### src/rtl/contiguous_fit_allocator_defines.svh
// Assertion macros used by the contiguous fit allocator RTL.
// Each macro expects clk and arst_n in scope of the module that uses it.
`ifndef CONTIGUOUS_FIT_ALLOCATOR_DEFINES_SVH
`define CONTIGUOUS_FIT_ALLOCATOR_DEFINES_SVH

// Same-cycle implication, disabled while reset is asserted.
`define CFA_ASSERT_IMP(name, ante, cons) \
	name: assert property (@(posedge clk) disable iff (!arst_n) (ante) |-> (cons)) \
		else $error("cfa assertion failed");

// Next-cycle implication, disabled while reset is asserted.
`define CFA_ASSERT_NXT(name, ante, cons) \
	name: assert property (@(posedge clk) disable iff (!arst_n) (ante) |=> (cons)) \
		else $error("cfa assertion failed");

`endif

### src/rtl/cfa_pkg.sv
// Package for the contiguous fit allocator: sizes, codes and payload types.
// No dependencies; used by cfa_cell and contiguous_fit_allocator.
`timescale 1ns / 1ps
package cfa_pkg;

	localparam int MEM_SIZE = 1024;
	localparam int MAX_SEGS = 16;
	localparam int IDX_W    = $clog2(MAX_SEGS);
	localparam int COUNT_W  = $clog2(MAX_SEGS + 1);
	localparam int SIZE_W   = 11;
	localparam int OWNER_W  = 6;
	localparam int LT_W     = SIZE_W + 1;

	typedef enum logic [1:0] {
		OP_LOAD  = 2'd0,
		OP_CLOSE = 2'd1,
		OP_END   = 2'd2,
		OP_QUERY = 2'd3
	} op_t;

	typedef enum logic [1:0] {
		ST_OK    = 2'd0,
		ST_FRAG  = 2'd1,
		ST_NOMEM = 2'd2,
		ST_FULL  = 2'd3
	} status_t;

	typedef enum logic [1:0] {
		CTL_IDLE,
		CTL_SCAN,
		CTL_REPLY
	} ctl_state_t;

	// Request payload
	typedef struct packed {
		op_t                 operation;
		logic [SIZE_W-1:0]   size_value;
		logic [OWNER_W-1:0]  process_id;
	} req_t;

	// Result payload
	typedef struct packed {
		status_t             status;
		logic [3:0]          first_fit_index;
		logic [3:0]          best_fit_index;
		logic [3:0]          worst_fit_index;
		logic [SIZE_W-1:0]   total_free;
	} res_t;

	// One segment entry held by a cell
	typedef struct packed {
		logic [SIZE_W-1:0]   size;
		logic                free;
		logic [OWNER_W-1:0]  owner;
	} entry_t;

	// Scan record that walks down the cell chain
	typedef struct packed {
		logic                valid;
		op_t                 op;
		logic [SIZE_W-1:0]   size;
		logic [OWNER_W-1:0]  owner;
		logic [IDX_W-1:0]    pos;
		logic                matched;
		logic                found;
		logic [SIZE_W-1:0]   total;
		logic [IDX_W-1:0]    ff;
		logic [IDX_W-1:0]    bf;
		logic [IDX_W-1:0]    wf;
		logic [SIZE_W-1:0]   best;
		logic [SIZE_W-1:0]   worst;
	} scan_t;

endpackage

### src/rtl/cfa_cell.sv
// One segment cell of the allocator chain: holds one table entry and
// processes the passing scan record. Depends on cfa_pkg.
`timescale 1ns / 1ps
module cfa_cell (
	input  logic                    clk,
	input  logic                    arst_n,
	input  cfa_pkg::scan_t          rec_in,
	input  logic [cfa_pkg::COUNT_W-1:0] seg_count,
	input  logic                    wr_en,
	input  cfa_pkg::entry_t         wr_data,
	output cfa_pkg::scan_t          rec_out
);
	import cfa_pkg::*;

	entry_t            ent_q;
	scan_t             rec_q;
	scan_t             rec_d;
	logic              live;
	logic              do_free;
	logic [SIZE_W:0]   sum;

	// Record step through this cell
	always_comb begin
		rec_d   = rec_in;
		do_free = 1'b0;
		live    = rec_in.valid && ({1'b0, rec_in.pos} < seg_count);
		sum     = {1'b0, rec_in.total} + {1'b0, ent_q.size};
		rec_d.pos = rec_in.pos + 1'b1;
		if (live) begin
			if (rec_in.op == OP_END) begin
				if (!rec_in.matched && ent_q.owner == rec_in.owner) begin
					rec_d.matched = 1'b1;
					do_free       = 1'b1;
				end
			end else if (ent_q.free) begin
				// saturating free total
				rec_d.total = sum[SIZE_W] ? {SIZE_W{1'b1}} : sum[SIZE_W-1:0];
				if (rec_in.size <= ent_q.size) begin
					if (!rec_in.found) begin
						rec_d.found = 1'b1;
						rec_d.ff    = rec_in.pos;
						rec_d.bf    = rec_in.pos;
						rec_d.wf    = rec_in.pos;
						rec_d.best  = ent_q.size;
						rec_d.worst = ent_q.size;
					end else begin
						if (ent_q.size < rec_in.best) begin
							rec_d.best = ent_q.size;
							rec_d.bf   = rec_in.pos;
						end
						if (ent_q.size > rec_in.worst) begin
							rec_d.worst = ent_q.size;
							rec_d.wf    = rec_in.pos;
						end
					end
				end
			end
		end
	end

	// Record register toward the next cell
	always_ff @(posedge clk or negedge arst_n) begin
		if (!arst_n) begin
			rec_q <= '0;
		end else begin
			rec_q <= rec_d;
		end
	end

	// Entry storage: append write or release
	always_ff @(posedge clk) begin
		if (wr_en) begin
			ent_q <= wr_data;
		end else if (do_free) begin
			ent_q.free  <= 1'b1;
			ent_q.owner <= '0;
		end
	end

	assign rec_out = rec_q;

endmodule

### src/rtl/contiguous_fit_allocator.sv
// Contiguous fit allocator: a load or close raises done in the cycle after accept.
// An end or place query walks a chain of 16 segment cells, one cell per cycle;
// done follows through the control state register once the record leaves the last cell.
// busy is low in the done cycle, so a new request may be taken there.
// arst_n clears the segment count, the loaded total, the control state and the cell
// record registers; segment entries hold no reset and are only read below the segment count.
`timescale 1ns / 1ps
`include "contiguous_fit_allocator_defines.svh"
module contiguous_fit_allocator (
	input  logic           clk,
	input  logic           arst_n,
	input  logic           start,
	output logic           busy,
	input  cfa_pkg::req_t  request,
	output logic           done,
	output cfa_pkg::res_t  result
);
	import cfa_pkg::*;

	ctl_state_t            state_q;
	ctl_state_t            state_d;
	logic [COUNT_W-1:0]    seg_count_q;
	logic [LT_W-1:0]       load_total_q;
	res_t                  res_q;
	res_t                  res_d;
	logic                  res_ld;
	logic                  accept;
	logic                  is_append;
	logic                  accept_app;
	logic                  tbl_full;
	logic                  lt_full;
	logic                  app_ok;
	logic                  wr_en;
	logic [LT_W-1:0]       lt_sum;
	logic [LT_W-1:0]       lt_rem;
	entry_t                wr_data;
	logic [MAX_SEGS-1:0]   wr_sel;
	logic [MAX_SEGS-1:0]   chain_valid;
	scan_t                 link [MAX_SEGS+1];
	scan_t                 tail;
	logic                  tail_valid;

	assign accept     = start && !busy;
	assign is_append  = (request.operation == OP_LOAD) || (request.operation == OP_CLOSE);
	assign accept_app = accept && is_append;
	assign tail       = link[MAX_SEGS];
	assign tail_valid = tail.valid;

	// Append checks and write data
	always_comb begin
		tbl_full = seg_count_q >= COUNT_W'(MAX_SEGS);
		lt_full  = load_total_q >= LT_W'(MEM_SIZE);
		lt_sum   = load_total_q + {1'b0, request.size_value};
		lt_rem   = LT_W'(MEM_SIZE) - load_total_q;
		app_ok   = (request.operation == OP_LOAD) ? !tbl_full : (!tbl_full && !lt_full);
		wr_en    = accept_app && app_ok;
		if (request.operation == OP_LOAD) begin
			wr_data.size  = request.size_value;
			wr_data.free  = (request.process_id == '0);
			wr_data.owner = request.process_id;
		end else begin
			wr_data.size  = lt_rem[SIZE_W-1:0];
			wr_data.free  = 1'b1;
			wr_data.owner = '0;
		end
		for (int i = 0; i < MAX_SEGS; i++) begin
			wr_sel[i] = wr_en && (seg_count_q[IDX_W-1:0] == IDX_W'(i));
		end
	end

	// Table count and loaded total
	always_ff @(posedge clk or negedge arst_n) begin
		if (!arst_n) begin
			seg_count_q  <= '0;
			load_total_q <= '0;
		end else if (wr_en) begin
			seg_count_q <= seg_count_q + 1'b1;
			if (request.operation == OP_LOAD && request.process_id != '0) begin
				load_total_q <= (lt_sum > LT_W'(MEM_SIZE)) ? LT_W'(MEM_SIZE) : lt_sum;
			end
		end
	end

	// Record injected at the head of the chain
	always_comb begin
		link[0]       = '0;
		link[0].valid = accept && !is_append;
		link[0].op    = request.operation;
		link[0].size  = request.size_value;
		link[0].owner = request.process_id;
	end

	// Cell chain
	for (genvar g = 0; g < MAX_SEGS; g++) begin : g_cell
		cfa_cell u_cell (
			.clk       (clk),
			.arst_n    (arst_n),
			.rec_in    (link[g]),
			.seg_count (seg_count_q),
			.wr_en     (wr_sel[g]),
			.wr_data   (wr_data),
			.rec_out   (link[g+1])
		);
		assign chain_valid[g] = link[g+1].valid;
	end

	// Next state
	always_comb begin
		state_d = state_q;
		case (state_q)
			CTL_IDLE, CTL_REPLY: begin
				if (accept) begin
					state_d = is_append ? CTL_REPLY : CTL_SCAN;
				end else begin
					state_d = CTL_IDLE;
				end
			end
			CTL_SCAN: begin
				if (tail_valid) begin
					state_d = CTL_REPLY;
				end
			end
			default: state_d = CTL_IDLE;
		endcase
	end

	// Control outputs
	always_comb begin
		busy = 1'b0;
		done = 1'b0;
		case (state_q)
			CTL_SCAN:  busy = 1'b1;
			CTL_REPLY: done = 1'b1;
			default:   busy = 1'b0;
		endcase
	end

	always_ff @(posedge clk or negedge arst_n) begin
		if (!arst_n) begin
			state_q <= CTL_IDLE;
		end else begin
			state_q <= state_d;
		end
	end

	// Result formation
	always_comb begin
		res_d  = '0;
		res_ld = 1'b0;
		if (accept_app) begin
			res_ld       = 1'b1;
			res_d.status = app_ok ? ST_OK : ST_FULL;
		end else if (tail_valid) begin
			res_ld = 1'b1;
			if (tail.op == OP_QUERY) begin
				res_d.first_fit_index = 4'(tail.ff);
				res_d.best_fit_index  = 4'(tail.bf);
				res_d.worst_fit_index = 4'(tail.wf);
				res_d.total_free      = tail.total;
				if (tail.found) begin
					res_d.status = ST_OK;
				end else if (tail.size <= tail.total) begin
					res_d.status = ST_FRAG;
				end else begin
					res_d.status = ST_NOMEM;
				end
			end
		end
	end

	always_ff @(posedge clk) begin
		if (res_ld) begin
			res_q <= res_d;
		end
	end

	assign result = res_q;

	`CFA_ASSERT_IMP(a_done_src, done, $past(tail_valid) || $past(accept_app))
	`CFA_ASSERT_NXT(a_scan_hold, busy && !tail_valid, busy)
	`CFA_ASSERT_IMP(a_one_rec, 1'b1, $onehot0(chain_valid))
	`CFA_ASSERT_IMP(a_count_bound, 1'b1, seg_count_q <= COUNT_W'(MAX_SEGS))
	`CFA_ASSERT_IMP(a_total_bound, 1'b1, load_total_q <= LT_W'(MEM_SIZE))

endmodule
### config.mk
export PLATFORM = sky130hd
export DESIGN_NAME = contiguous_fit_allocator
export DESIGN_NICKNAME = d
export VERILOG_FILES = /design/src/rtl/cfa_pkg.sv /design/src/rtl/cfa_cell.sv /design/src/rtl/contiguous_fit_allocator.sv
export VERILOG_INCLUDE_DIRS = /design/src /design/src/rtl
export SDC_FILE = /design/constraint.sdc
export NUM_CORES = 2
export LEC_CHECK = 0
export ABC_CLOCK_PERIOD_IN_PS = 8700
export BUFFER_PORTS_ARGS = -buffer_cell sky130_fd_sc_hd__buf_2
export CORE_ASPECT_RATIO = 0.9
export CORE_UTILIZATION = 55
export CTS_CLUSTER_DIAMETER = 80
export DETAILED_ROUTE_END_ITERATION = 7
export PLACE_DENSITY_LB_ADDON = 0.08
export SLEW_MARGIN = 10
export SYNTH_ARGS = -nofsm -noshare
export SYNTH_HDL_FRONTEND = slang
export SYNTH_SLANG_ARGS = --single-unit
### constraint.sdc
create_clock -name clk -period 8.7 [get_ports clk]
set_clock_uncertainty 0.05 [all_clocks]
set_input_delay 0 -clock clk [delete_from_list [all_inputs] [get_ports clk]]
set_output_delay 0 -clock clk [all_outputs]
set_load 0.01 [all_outputs]
==> qor.csv <==
metric,value,unit
Synth Area in XOR/XNOR,3.18,%
IO buf count,48,
CTS tree,built,
TNS Setup,0,ns
main combinational cell family by area after synthesis,adder cells,
die height,335,um
Slowest cell on crit path,nor3_2,
vias,43100,
Worst-Margin Slew,1.23,ns
vias in the first global route,44500,
overall power,0.0138,W
number of flops mapped to enable cells by yosys,313,
Placed Cells,7278,
Unique masters post-synth,80,
Setup crit end kind,flop,
fin crit share,45.7,%
Yosys top cell area share,39.8,%
post-CTS sizing,0,
Detailed Routing Iterations Pass 1,5,
area used by multi-input combinational logic,28600,sq um
"Cell Chain, Critical Path",inv_1 -> ha_1 -> a21o_1 -> a21o_1 -> a21oi_1 -> o2111a_1 -> o21ai_2 -> nor3_2 -> buf_4 -> mux2_2,
htree depth,4,
most instantiated library cell after synthesis,dfrtp_1,
top post-synthesis cells by area,"dfrtp_1, edfxtp_1, ha_1",
grt total ovfl,0,
Layout Nets,6630,
worst-path maximum fanout,15,
Cell Rows,121,
initial drt markers,3100,
unrepaired setup endpoints after global routing,false,
"Cell Area, Synth",67700,sq um
drt drc,0,
FMAX,251,MHz
Clock transition at path regs,0.06,ns
Initial Utilization,55.7,%
status,finished clean,
initial antenna violation count,1,
Slew HR,17.5,%
post-synthesis mux area share,6.72,%
CP max stage delay,0.76,ns
dpl hpwl,128,mm
Worst Setup Path Type,reg -> reg,
"Seq/Total Area, Yosys",53.6,%
Leakage,34.7,nW
Mapped Cells,5652,
Post-Syn Nets,6415,
Peak supply drop,160,uV
vias per cell,5.67,
CTS Buf Count,143,
startpoint types,flop,
Synth Area in Adders,13.9,%
routed len/inst,22.4,um
Critical Path RT,9.30,ns
final std cells w/o fill,7592,
die footprint,124000,sq um
Critical Path AT,4.58,ns
total routed wirelength,170,mm
# fillers,9602,
clock tree buffer depth,3,
power per cell area,183,nW/um^2
Hold Path Depth,5,
Fin. Hold Viols,0,
"most used cell, CP",a21o_1,
largest net degree at the start of global routing,185,
"Setup violations, final",0,
CTS Sinks,1388,
prevailing post-synth register cell,dfrtp_1,
Final Max Tran Viols,0,
GPL Wtd Cong,0.913,
layout cell share with drive strength beyond 1,9.72,%
Total GRT Usage,28.0,%
yosys warns,0,
Post-Synth Simple-Gate Area,8.14,%
Skew-Pair Late Insertion Delay,0.78,ns
chip width,372,um
post-route ant nets,0,
global-route wire length before repair,261,mm
Synth top cells by count,"dfrtp_1, ha_1, inv_1",
post-synth top area cell,dfrtp_1,
Reg area,36300,sq um
worst reg2reg path depth,10,
max_cap viols,0,
"flops & latches, synth",1388,
async set-reset flop share out of synthesis,77.4,%
CORE AREA,121000,sq um
"Avg Cell Area, Syn",12.0,sq um
min cycle time layout,3.98,ns
Synth Area in Compound Gates,10.2,%
Top Ports,49,
Hold Path Class,in -> reg,
Area growth syn-to-layout,11.5,%
clock root buffer,clkbuf_16,
==> layer usage <==
metal / global-route usage (%) / part of all wire (%) / vias up
met3: 4.41 / 5.5 / 307
li1: - / - / 20400
met1: 37.4 / 43 / 21300
met4: 10.1 / 3.3 / 0
met5: 0 / 0 / -
met2: 46.1 / 48 / 1074
==> report_power, final <==
part           internal, W  total (W)  switching, W
registers          0.00679    0.00699      0.000204
logic             0.000208   0.000530      0.000323
clock network      0.00370    0.00630       0.00260
==> cells in the final DEF, fill, tap and decap left out, types with 42 or more instances in the layout <==
cell,synthesis,routed
o21ai_0,275,265
o22a_1,120,120
nand2_1,175,175
mux2_2,168,168
a21oi_1,217,217
dlygate4sd3_1,0,42
a21o_1,161,161
nor2_1,278,277
buf_2,13,47
mux2i_1,261,261
buf_4,8,46
nand4_1,81,81
nand3_1,111,111
xor2_1,140,140
dfrtp_1,1075,1075
edfxtp_1,313,313
nor2b_1,76,76
nor3_1,71,71
clkbuf_16,0,149
xnor2_1,106,106
inv_1,657,657
nand2b_1,110,109
ha_1,725,725
==> per-stage QoR <==
stage	util, %	setup WS [ns]	cell area, sq um	hold slack (ns)
2_1_floorplan	-	5.66	67700	-0.346
3_3_place_gp	57.7	4.77	70000	0.0545
3_5_place_dp	57.7	4.69	70000	0.0520
4_1_cts	62.1	4.65	75400	0.0610
5_1_grt	62.1	4.45	75400	0.131
6_report	62.1	4.72	75400	0.119
==> kinds of logic (layout without fill, tap and decap cells) <==
| group | Yosys count | in the layout |
|---|---|---|
| compound gates | 1041 | 1041 |
| mux | 433 | 433 |
| xor+xnor | 246 | 246 |
| buf+inv | 729 | 1065 |
| other cells | 1 | 6 |
| simple gates | 1073 | 1073 |
| fa+ha+maj | 741 | 741 |
| flops | 1388 | 1388 |
==> what timing repair did <==
item | CTS | global route
endpoints found under the setup margin | 0 | 0
endpoints found under the hold margin | 402 | 0
setup buffers | 0 | 0
hold buffers | 43 | 0
==> registers in the layout, summed over array words and instances, names as in the netlist <==
name	cells
seg_count_q	5
state_q	2
g_cell.u_cell.ent_q	288
result	25
g_cell.u_cell.rec_out	1056
load_total_q	12
==> worst max-delay path, delay by kind of cell (launching register included) <==
kind | cells | cell delay [ns]
adders and majority gates | 1 | 0.30
buffers and inverters | 2 | 0.44
AOI/OAI and AO/OA | 5 | 1.53
muxes | 1 | 0.35
DFF | 1 | 0.41
and+or+nand+nor | 1 | 0.76
==> cell type report <==
class	instances	area share, %
Clock inverter	57	0.888
Timing Repair Buffer	141	1.49
Antenna cell	5	0.0166
Multi-Input combinational cell	3535	37.9
Clock buffer	209	5.64
Tap cell	1599	2.65
Inverter	658	3.27
Sequential cell	1388	48.1
==> worst paths after layout <==
check	startpoint	endpoint	slack, ns
setup / recovery	seg_count_q[1]	g_cell[10].u_cell.rec_out[26]	4.72
hold / removal	request[4]	g_cell[0].u_cell.rec_out[46]	0.12
setup reg to reg	seg_count_q[1]	g_cell[10].u_cell.rec_out[26]	4.72
hold reg to reg	g_cell[7].u_cell.rec_out[68]	g_cell[8].u_cell.rec_out[68]	0.31
max in group asynchronous	arst_n	g_cell[5].u_cell.rec_out[44]	6.49
min in group asynchronous	arst_n	g_cell[15].u_cell.rec_out[35]	0.45
Note: power is estimated with default switching activity, not from simulation.
